### src/rtl/ppu_sar_pkg.sv
package ppu_sar_pkg;

    // Request codes
    localparam logic [3:0] REQ_BUS_READ    = 4'd0;
    localparam logic [3:0] REQ_BUS_WRITE   = 4'd1;
    localparam logic [3:0] REQ_PEEK        = 4'd2;
    localparam logic [3:0] REQ_VBLANK_SET  = 4'd3;
    localparam logic [3:0] REQ_VBLANK_CLR  = 4'd4;
    localparam logic [3:0] REQ_INC_X       = 4'd5;
    localparam logic [3:0] REQ_INC_Y       = 4'd6;
    localparam logic [3:0] REQ_XFER_X      = 4'd7;
    localparam logic [3:0] REQ_XFER_Y      = 4'd8;

    // Register indexes
    localparam logic [2:0] REG_CONTROL = 3'd0;
    localparam logic [2:0] REG_MASK    = 3'd1;
    localparam logic [2:0] REG_STATUS  = 3'd2;
    localparam logic [2:0] REG_SCROLL  = 3'd5;
    localparam logic [2:0] REG_ADDRESS = 3'd6;
    localparam logic [2:0] REG_DATA    = 3'd7;

    localparam logic [13:0] PALETTE_BASE  = 14'h3F00;
    localparam logic [4:0]  COARSE_LAST   = 5'd31;
    localparam logic [4:0]  COARSE_Y_WRAP = 5'd29;
    localparam logic [2:0]  FINE_Y_LAST   = 3'd7;

    typedef struct packed {
        logic [3:0] req_type;
        logic [2:0] reg_index;
        logic [7:0] write_data;
        logic [7:0] vram_read_data;
    } t_in_item;

    typedef struct packed {
        logic [7:0]  read_data;
        logic [13:0] access_addr;
        logic        vram_write;
        logic        vram_fetch;
        logic [15:0] scroll_addr;
        logic [2:0]  fine_x_out;
        logic        nmi;
    } t_out_item;

endpackage

### src/rtl/ppu_sar_in_stage.sv
module ppu_sar_in_stage (
    input  logic                  i_clk,
    input  logic                  i_rst_n,
    input  logic                  i_in_valid,
    input  ppu_sar_pkg::t_in_item i_in_item,
    output logic                  o_in_stall,
    input  logic                  i_fire,
    output logic                  o_valid,
    output ppu_sar_pkg::t_in_item o_item
);

    logic                  r_valid;
    logic                  n_valid;
    ppu_sar_pkg::t_in_item r_item;
    logic                  take;

    assign o_in_stall = r_valid && !i_fire;
    assign take       = i_in_valid && !o_in_stall;
    assign n_valid    = take || (r_valid && !i_fire);

    always_ff @(posedge i_clk) begin
        if (!i_rst_n) begin
            r_valid <= 1'b0;
        end else begin
            r_valid <= n_valid;
        end
    end

    // Payload needs no reset
    always_ff @(posedge i_clk) begin
        if (take) begin
            r_item <= i_in_item;
        end
    end

    assign o_valid = r_valid;
    assign o_item  = r_item;

endmodule

### src/rtl/ppu_sar_core.sv
module ppu_sar_core (
    input  logic                   i_clk,
    input  logic                   i_rst_n,
    input  logic                   i_fire,
    input  ppu_sar_pkg::t_in_item  i_item,
    output ppu_sar_pkg::t_out_item o_result
);

    logic [7:0]  r_ctrl,   n_ctrl;
    logic [7:0]  r_mask,   n_mask;
    logic        r_vblank, n_vblank;
    logic        r_toggle, n_toggle;
    logic [2:0]  r_fine_x, n_fine_x;
    logic [15:0] r_tmp,    n_tmp;
    logic [15:0] r_cur,    n_cur;
    logic [7:0]  r_buf,    n_buf;

    logic [13:0] acc;
    logic [15:0] inc;
    logic        rendering;
    logic [7:0]  rd;
    logic        vw;
    logic        vf;
    logic        nmi;
    logic [4:0]  cy;
    logic [7:0]  wd;

    assign acc       = r_cur[13:0];
    assign inc       = r_ctrl[2] ? 16'd32 : 16'd1;
    assign rendering = r_mask[3] || r_mask[4];
    assign cy        = r_cur[9:5];
    assign wd        = i_item.write_data;

    always_comb begin
        n_ctrl   = r_ctrl;
        n_mask   = r_mask;
        n_vblank = r_vblank;
        n_toggle = r_toggle;
        n_fine_x = r_fine_x;
        n_tmp    = r_tmp;
        n_cur    = r_cur;
        n_buf    = r_buf;
        rd       = 8'd0;
        vw       = 1'b0;
        vf       = 1'b0;
        nmi      = 1'b0;
        unique case (i_item.req_type)
            ppu_sar_pkg::REQ_BUS_READ: begin
                if (i_item.reg_index == ppu_sar_pkg::REG_STATUS) begin
                    rd       = {r_vblank, 2'b00, r_buf[4:0]};
                    n_vblank = 1'b0;
                    n_toggle = 1'b0;
                end else if (i_item.reg_index == ppu_sar_pkg::REG_DATA) begin
                    // palette range skips the read buffer delay
                    rd    = (acc >= ppu_sar_pkg::PALETTE_BASE) ? i_item.vram_read_data
                                                               : r_buf;
                    n_buf = i_item.vram_read_data;
                    vf    = 1'b1;
                    n_cur = r_cur + inc;
                end
            end
            ppu_sar_pkg::REQ_BUS_WRITE: begin
                if (i_item.reg_index == ppu_sar_pkg::REG_CONTROL) begin
                    n_ctrl        = wd;
                    n_tmp[11:10]  = wd[1:0];
                end else if (i_item.reg_index == ppu_sar_pkg::REG_MASK) begin
                    n_mask = wd;
                end else if (i_item.reg_index == ppu_sar_pkg::REG_SCROLL) begin
                    if (!r_toggle) begin
                        n_fine_x   = wd[2:0];
                        n_tmp[4:0] = wd[7:3];
                        n_toggle   = 1'b1;
                    end else begin
                        n_tmp[14:12] = wd[2:0];
                        n_tmp[9:5]   = wd[7:3];
                        n_toggle     = 1'b0;
                    end
                end else if (i_item.reg_index == ppu_sar_pkg::REG_ADDRESS) begin
                    if (!r_toggle) begin
                        n_tmp    = {2'b00, wd[5:0], r_tmp[7:0]};
                        n_toggle = 1'b1;
                    end else begin
                        n_tmp    = {r_tmp[15:8], wd};
                        n_cur    = {r_tmp[15:8], wd};
                        n_toggle = 1'b0;
                    end
                end else if (i_item.reg_index == ppu_sar_pkg::REG_DATA) begin
                    vw    = 1'b1;
                    n_cur = r_cur + inc;
                end
            end
            ppu_sar_pkg::REQ_PEEK: begin
                if (i_item.reg_index == ppu_sar_pkg::REG_CONTROL) begin
                    rd = r_ctrl;
                end else if (i_item.reg_index == ppu_sar_pkg::REG_MASK) begin
                    rd = r_mask;
                end else if (i_item.reg_index == ppu_sar_pkg::REG_STATUS) begin
                    rd = {r_vblank, 7'd0};
                end
            end
            ppu_sar_pkg::REQ_VBLANK_SET: begin
                n_vblank = 1'b1;
                nmi      = r_ctrl[7];
            end
            ppu_sar_pkg::REQ_VBLANK_CLR: begin
                n_vblank = 1'b0;
            end
            ppu_sar_pkg::REQ_INC_X: begin
                if (rendering) begin
                    if (r_cur[4:0] == ppu_sar_pkg::COARSE_LAST) begin
                        // wrap coarse X and flip horizontal nametable
                        n_cur[4:0] = 5'd0;
                        n_cur[10]  = ~r_cur[10];
                    end else begin
                        n_cur = r_cur + 16'd1;
                    end
                end
            end
            ppu_sar_pkg::REQ_INC_Y: begin
                if (rendering) begin
                    if (r_cur[14:12] != ppu_sar_pkg::FINE_Y_LAST) begin
                        n_cur = r_cur + 16'h1000;
                    end else begin
                        n_cur[14:12] = 3'd0;
                        if (cy == ppu_sar_pkg::COARSE_Y_WRAP) begin
                            n_cur[9:5] = 5'd0;
                            n_cur[11]  = ~r_cur[11];
                        end else if (cy == ppu_sar_pkg::COARSE_LAST) begin
                            n_cur[9:5] = 5'd0;
                        end else begin
                            n_cur[9:5] = cy + 5'd1;
                        end
                    end
                end
            end
            ppu_sar_pkg::REQ_XFER_X: begin
                if (rendering) begin
                    n_cur[10]  = r_tmp[10];
                    n_cur[4:0] = r_tmp[4:0];
                end
            end
            ppu_sar_pkg::REQ_XFER_Y: begin
                if (rendering) begin
                    n_cur[14:11] = r_tmp[14:11];
                    n_cur[9:5]   = r_tmp[9:5];
                end
            end
            default: begin
            end
        endcase
    end

    always_ff @(posedge i_clk) begin
        if (!i_rst_n) begin
            r_ctrl   <= 8'd0;
            r_mask   <= 8'd0;
            r_vblank <= 1'b0;
            r_toggle <= 1'b0;
            r_fine_x <= 3'd0;
            r_tmp    <= 16'd0;
            r_cur    <= 16'd0;
            r_buf    <= 8'd0;
        end else if (i_fire) begin
            r_ctrl   <= n_ctrl;
            r_mask   <= n_mask;
            r_vblank <= n_vblank;
            r_toggle <= n_toggle;
            r_fine_x <= n_fine_x;
            r_tmp    <= n_tmp;
            r_cur    <= n_cur;
            r_buf    <= n_buf;
        end
    end

    assign o_result.read_data   = rd;
    assign o_result.access_addr = acc;
    assign o_result.vram_write  = vw;
    assign o_result.vram_fetch  = vf;
    assign o_result.scroll_addr = n_cur;
    assign o_result.fine_x_out  = n_fine_x;
    assign o_result.nmi         = nmi;

endmodule

### src/rtl/ppu_sar_out_stage.sv
module ppu_sar_out_stage (
    input  logic                   i_clk,
    input  logic                   i_rst_n,
    input  logic                   i_load,
    input  ppu_sar_pkg::t_out_item i_result,
    output logic                   o_ready,
    output logic                   o_out_valid,
    input  logic                   i_out_stall,
    output ppu_sar_pkg::t_out_item o_out_item
);

    logic                   r_valid;
    logic                   n_valid;
    ppu_sar_pkg::t_out_item r_item;

    // Free when empty or when the held beat leaves this cycle
    assign o_ready = !r_valid || !i_out_stall;
    assign n_valid = i_load || (r_valid && i_out_stall);

    always_ff @(posedge i_clk) begin
        if (!i_rst_n) begin
            r_valid <= 1'b0;
        end else begin
            r_valid <= n_valid;
        end
    end

    always_ff @(posedge i_clk) begin
        if (i_load) begin
            r_item <= i_result;
        end
    end

    assign o_out_valid = r_valid;
    assign o_out_item  = r_item;

endmodule

### src/rtl/ppu_scroll_address_registers_top.sv
// Scroll and address register port of the picture processor.
// Input channel: i_in_valid / o_in_stall carry one request beat (bus read or
// write, debug peek, vblank event or render event) in i_in_item.
// Output channel: o_out_valid / i_out_stall carry one result beat per request
// in o_out_item: read byte, access address, memory write and fetch strobes,
// current address and fine X after the request, and NMI.
// The input register feeds the decode and state update, which load the result
// register once that register is free, so a request passes through the input
// register and then the result register before the result beat can be taken.
// Throughput is one request per cycle while the receiver does not stall; the
// control, mask, vblank, latch, fine X, address and read buffer registers
// update in the same cycle the request moves into the result register, so
// each request sees the state left by the one before it.
// Reset (synchronous, active low) clears the state registers and empties both
// stages. When the receiver stalls, the result beat holds; one more request
// waits in the input register, after which o_in_stall rises until the
// result beat is taken.
module ppu_scroll_address_registers_top (
    input  logic                   i_clk,
    input  logic                   i_rst_n,
    input  logic                   i_in_valid,
    output logic                   o_in_stall,
    input  ppu_sar_pkg::t_in_item  i_in_item,
    output logic                   o_out_valid,
    input  logic                   i_out_stall,
    output ppu_sar_pkg::t_out_item o_out_item
);

    logic                   stage_valid;
    ppu_sar_pkg::t_in_item  stage_item;
    logic                   out_ready;
    logic                   fire;
    ppu_sar_pkg::t_out_item result;

    assign fire = stage_valid && out_ready;

    ppu_sar_in_stage u_in_stage (
        .i_clk      (i_clk),
        .i_rst_n    (i_rst_n),
        .i_in_valid (i_in_valid),
        .i_in_item  (i_in_item),
        .o_in_stall (o_in_stall),
        .i_fire     (fire),
        .o_valid    (stage_valid),
        .o_item     (stage_item)
    );

    ppu_sar_core u_core (
        .i_clk    (i_clk),
        .i_rst_n  (i_rst_n),
        .i_fire   (fire),
        .i_item   (stage_item),
        .o_result (result)
    );

    ppu_sar_out_stage u_out_stage (
        .i_clk       (i_clk),
        .i_rst_n     (i_rst_n),
        .i_load      (fire),
        .i_result    (result),
        .o_ready     (out_ready),
        .o_out_valid (o_out_valid),
        .i_out_stall (i_out_stall),
        .o_out_item  (o_out_item)
    );

endmodule

### config.mk
export PLATFORM = sky130hd
export DESIGN_NAME = ppu_scroll_address_registers_top
export DESIGN_NICKNAME = d
export VERILOG_FILES = /design/src/rtl/ppu_sar_pkg.sv /design/src/rtl/ppu_sar_in_stage.sv /design/src/rtl/ppu_sar_core.sv /design/src/rtl/ppu_sar_out_stage.sv /design/src/rtl/ppu_scroll_address_registers_top.sv
export SDC_FILE = /design/constraint.sdc
export NUM_CORES = 1
export LEC_CHECK = 0
export ABC_AREA = 1
export BUFFER_PORTS_ARGS = -buffer_cell sky130_fd_sc_hd__buf_2
export CORE_MARGIN = 3
export CORE_UTILIZATION = 60
export CTS_CLUSTER_DIAMETER = 100
export DETAILED_ROUTE_END_ITERATION = 10
export PLACE_DENSITY_LB_ADDON = 0.1
export SYNTH_ARGS = -nofsm -noshare
export SYNTH_HDL_FRONTEND = slang
export SYNTH_SLANG_ARGS = --single-unit
### constraint.sdc
create_clock -name i_clk -period 3.3 [get_ports i_clk]
set_clock_uncertainty 0.2 [all_clocks]
set_input_delay 0.495 -clock i_clk [delete_from_list [all_inputs] [get_ports i_clk]]
set_output_delay 0.495 -clock i_clk [all_outputs]
set_load 0.05 [all_outputs]
# Yosys cells after proc, flatten, opt, wreduce, memory -nomap -nowiden
# Cells that the tools add are included.
op_classes:
  bitwise: 7
  mux: 62
  reduce_logical: 30
  eq_ne: 27
  n_addsub: 4
  n_lt_le_gt_ge: 1
op_table:
  columns: ["operator", "count"]
  rows:
  - ["two-way mux 16 bit", 10]
  - ["two-way mux 5 bit", 11]
  - ["one-hot mux 5 bit (5 select lines)", 2]
  - ["two-way mux 8 bit", 6]
  - ["two-way mux 3 bit", 7]
  - ["one-hot mux 4 bit (5 select lines)", 1]
  - ["AND reduction 6 bit", 3]
  - ["adder 16 x 1 -> 16 bit, second input constant", 1]
  - ["adder 16 x 13 -> 16 bit, second input constant", 1]
  - ["adder 16 bit", 1]
  - ["== test 4 x 3 -> 1 bit, second input constant", 4]
  - ["one-hot mux 8 bit (2 select lines)", 1]
  - ["== test 5 bit, second input constant", 3]
  - ["two-way mux 15 bit", 1]
  - [">= comparator 14 bit, second input constant", 1]
  - ["AND reduction 7 bit", 2]
  - ["two-way mux 1 bit", 12]
  - ["two-way mux 12 bit", 1]
  - ["two-way mux 10 bit", 1]
  - ["inequality test 2 bit, second input constant", 5]
  - ["== test 3 bit, second input constant", 3]
  - ["== test 4 x 2 -> 1 bit, second input constant", 2]
  - ["two-way mux 4 bit", 2]
  - ["inequality test 2 x 1 -> 1 bit, second input constant", 4]
  - ["other kinds (25)", 46]
totals:
  register_bits: 129
  out_inout_bits: 46

# Logic depth before layout (Yosys ltp)
depth:
  ltp_word: 8
  depth_mapped: 16

# Cells and area by module
# From an unflattened synthesis, not the netlist that was laid out.
hier_totals:
  hier_cells: 922
  area_unflattened_um2: 7093.1
modules_own_cells:
  columns: ["mod", "cells_per_inst", "seq_area_each_um2", "area_per_inst_um2", "n_inst"]
  rows:
  - ["ppu_sar_core", 840, 1201.2, 4981.0, 1]
  - ["ppu_sar_out_stage", 49, 1341.3, 1363.8, 1]
  - ["ppu_sar_in_stage", 31, 710.7, 740.7, 1]
  - ["ppu_scroll_address_registers_top", 2, 0.0, 7.5, 1]

# Worst setup path before layout
# Ideal clock, no wire load.
synth_timing:
  kind: "register to register"
  from: "register u_out_stage.r_valid (netlist: u_out_stage.o_out_valid)"
  to: "register u_core.r_cur[11]"
  path_buffers: 1
  t_arrival_ns: 2.738
  setup_slack_ns: 0.250
  synth_period_minus_slack_ns: 3.050
  path_stages_with_launch: 8
  cell_sequence: "dfxtp_1 -> nand2_1 -> nand2_2 -> inv_1 -> clkbuf_1 -> nand4_1 -> nand2_1 -> inv_1"
synth_between:
  elab_chain_len: 3
synth_lines:
  columns: ["element", "line", "rtl"]
  rows:
  - ["start: declaration", "ppu_sar_out_stage.sv:12", "logic r_valid;"]
  - ["start signal: assignment", "ppu_sar_out_stage.sv:24", "r_valid <= n_valid;"]
  - ["zero test 1 bit", "ppu_sar_out_stage.sv:17", "assign o_ready = !r_valid || !i_out_stall;"]
  - ["logical OR 1 bit", "ppu_sar_out_stage.sv:17", null]
  - ["logical AND 1 bit", "ppu_scroll_address_registers_top.sv:35", "assign fire = stage_valid && out_ready;"]
  - ["named net fire", "ppu_scroll_address_registers_top.sv:32", "logic fire;"]
  - ["end signal: assignment", "ppu_sar_core.sv:170", "r_cur <= n_cur;"]
  - ["end: declaration", "ppu_sar_core.sv:15", "logic [15:0] r_cur, n_cur;"]
# The timed path passes the listed nets, and every way through them passes these cells.
# A chain may end at the register's enable or synchronous reset.

==> summary.md <==
| Metric | Value |
|---|---|
| Outcome | `completed` |
| HP Class | `in2reg` |
| Period Utilization, post-route | `81.00%` |
| Reg2reg setup slack | `0.63 ns` |
| Worst Tran Pin Value | `0.8757 ns` |
| Initial antenna violation count | `0` |
| Clk pin slew, worst setup/hold paths | `0.06 ns` |
| Part of the power in registers | `44.8%` |
| Slew Viols, Final | `0` |
| Nets@finish | `1070` |
| Final hold violations | `0` |
| Num ports | `73` |
| Unique masters post-synth | `39` |
| Placed Instances | `1154` |
| WHS Path Cells | `1` |
| Largest net degree at the start of global routing | `68` |
| Routed WL | `20400 um` |
| Total grt overflow | `0` |
| Sw power | `1.122 mW` |
| Clock Tree Root | `clkbuf_16` |
| Initial Util | `62.38%` |
| CTS buffer count | `17` |
| Detailed Place HPWL | `13980 um` |
| ANT cells | `0` |
| GPL Wtd Cong | `1.009` |
| Total chip power | `4.092 mW` |
| Post-route insts no fill | `1186` |
| Synth area leaders | `edfxtp_1 28%, dfxtp_1 17%, nand2_1 10%` |
| Reg-to-Reg End | `u_out_stage.o_out_item[13]` |
| Combinational Power Share | `11.6%` |
| Number of DRC markers in iteration 0 | `893` |
| RR Startpoint | `u_core.r_cur[6]` |
| Syn-to-layout area delta | `14.42%` |
| Max VDD drop | `0.4395 mV` |
| Syn Std Cell Area | `7244 um^2` |
| Worst hold endpoint | `u_in_stage.o_item[3]` |
| Relative slew slack | `41.56%` |
| Drt drc | `0` |
| Top cell type's share of synthesized area | `27.77%` |
| WS Path Type | `reg2reg` |
| RSZ-0062 raised after global routing | `false` |
| Area after DPL | `7722 um^2` |
| Post-synth top cells | `197 x nand2_1, 105 x inv_1, 104 x nor2_1` |
| FMAX | `0.3741 GHz` |
| Vias in the first global route | `6222` |
| # Max-Cap Violations | `0` |
| Req. time, crit path | `3.28 ns` |
| Syn_nets | `1001` |
| Register bit total from synthesis | `129` |
| Cell with the most instances after synthesis | `nand2_1` |
| Mapped Cells | `961` |
| Layout cells sized above 1 | `14.67%` |
| Via count | `7027` |
| Sw Ratio | `27.42%` |
| Die area | `13430 um^2` |
| Row count | `39` |
| # hold bufs at CTS | `0` |
| PwrDens | `493.7 nW/um^2` |
| Crit start category | `flip-flop` |
| Worst-Skew Late Latency | `0.42 ns` |
| CTS max path bufs | `2` |
| Die width | `115.9 um` |
| Worst Reg-to-Reg Cells | `14` |
| First-pass GRT wire length | `32040 um` |
| Drt pass-1 iters | `8` |
| Via-to-Cell Ratio | `5.925` |
| FILL cells | `967` |
| PortBufs | `72` |
| Post-Syn Area per Cell | `7.538 um^2` |
| Fin Setup TNS | `0 ns` |
| CTS tree | `yes` |
| Setup violators final | `0` |
| Post-CTS setup buffer count | `0` |
| HP Start | `i_in_item[3]` |
| Commonest register cell after synthesis | `edfxtp_1` |
| GRT Total Usage | `31.21%` |
| Minimum clock period | `2.673 ns` |
| Core area | `11610 um^2` |
| Int Pwr | `2.970 mW` |
| Crit path DAT | `2.65 ns` |
| Clk sinks | `129` |
| Async S/R FF share, synth | `0%` |
| Crit end category | `flip-flop` |
| Max H-tree Level | `4` |
| WL per Instance | `17.20 um` |
| CP Max Fanout | `12` |
| Post-synth EDFFs | `67` |
| Leak | `3.500 nW` |
| Post-route cell area | `8289 um^2` |
| Clock Power Share | `43.6%` |
| Post-synthesis sequential area ratio | `44.91%` |
| YS warnings | `0` |
| Leading area contributor after synthesis | `edfxtp_1` |
| Die Ht | `115.9 um` |
| DRT antenna net count | `0` |
| PostCTS Resize Cnt | `0` |
cells by family (layout without fill, tap and decap cells):
kind of cell | count (synthesis) | after routing | synth area share (%)
AND/OR/NAND/NOR | 439 | 439 | 26.93
XOR/XNOR | 6 | 6 | 0.7254
flip-flops | 129 | 129 | 44.91
buffers and inverters | 157 | 239 | 8.929
AO/OA/AOI/OAI | 217 | 217 | 16.27
adder cells (fa/ha/maj) | 13 | 13 | 2.245
stage by stage:
stage	setup WS [ns]	util, %	hold WS (ns)
finish	0.6269	71.37	0.04612
CTS	0.6891	71.37	0.03711
global placement	0.7614	66.49	0.2354
detailed placement	0.6856	66.49	0.2397
floorplan	0.2502	-	0.2029
global route	0.3915	71.37	0.03606
state kept, by name (all words and copies together) (netlist names):
name,cells
u_out_stage.o_out_valid,1
u_core.r_tmp,15
u_core.r_toggle,1
u_out_stage.o_out_item,44
u_core.r_mask,8
u_core.r_fine_x,3
u_core.r_ctrl,8
u_in_stage.o_item,23
u_core.r_cur,16
u_in_stage.o_valid,1
u_core.r_vblank,1
u_core.r_buf,8
power groups by stage:
stage / combinational [mW] / sequential (mW) / clock, mW
2_1_floorplan: 0.256 / 1.93 / 0
3_3_place_gp: 0.462 / 1.86 / 0
3_5_place_dp: 0.464 / 1.86 / 0
4_1_cts: 0.468 / 1.83 / 1.80
5_1_grt: 0.522 / 1.84 / 1.87
6_report: 0.475 / 1.83 / 1.78
critical path, cell delays in order (launching register included):
cell     delay (ns)
dfxtp_1        0.59
ha_1           0.43
inv_1          0.10
nor2_1         0.20
ha_1           0.26
inv_1          0.05
nor2_1         0.04
nand2_1        0.06
nand3_1        0.07
nor2_1         0.10
nand2_1        0.07
nor2_1         0.10
nand2_1        0.05
nand2_1        0.07
inv_1          0.05
metal layers:
metal  GRT usage, %  vias up  wire, um
li1               -     3382         -
met1          43.78     3193      8786
met2          46.07      380      8976
met3          7.833       72      1989
met4          13.30        0       647
met5              0        -         0
cell type report:
| cell class | instances | area, um^2 | share of cell area [%] |
|---|---|---|---|
| Clock buffer | 20 | 457.9 | 5.525 |
| Tap cell | 143 | 178.9 | 2.158 |
| Sequential cell | 129 | 3253 | 39.25 |
| Inverter | 118 | 445.4 | 5.374 |
| Clock inverter | 12 | 108.9 | 1.313 |
| Multi-Input combinational cell | 675 | 3344 | 40.35 |
| Timing Repair Buffer | 89 | 500.5 | 6.038 |
cell usage in the layout (no fill, tap or decap), types with 13 or more instances in the layout:
cell type and n:
a21oi_1 68, buf_2 72, buf_4 16, clkbuf_16 18, dfxtp_1 62, edfxtp_1 67, ha_1 13, inv_1 104
nand2_1 197, nand3_1 83, nand4_1 21, nor2_1 104, o21ai_0 97
how the worst max path moves through the flow:
stage / cells after the start / to / start
CTS: 11 / u_out_stage.o_out_item[12] / u_core.r_cur[6]
global route: 14 / u_out_stage.o_out_item[13] / u_core.r_cur[6]
floorplan: 7 / u_core.r_cur[11] / u_out_stage.o_out_valid
detailed placement: 14 / u_out_stage.o_out_item[13] / u_core.r_cur[6]
finish: 14 / u_out_stage.o_out_item[13] / u_core.r_cur[6]
global placement: 11 / u_out_stage.o_out_item[12] / u_core.r_cur[6]
Power figures use the tool's default switching activity.
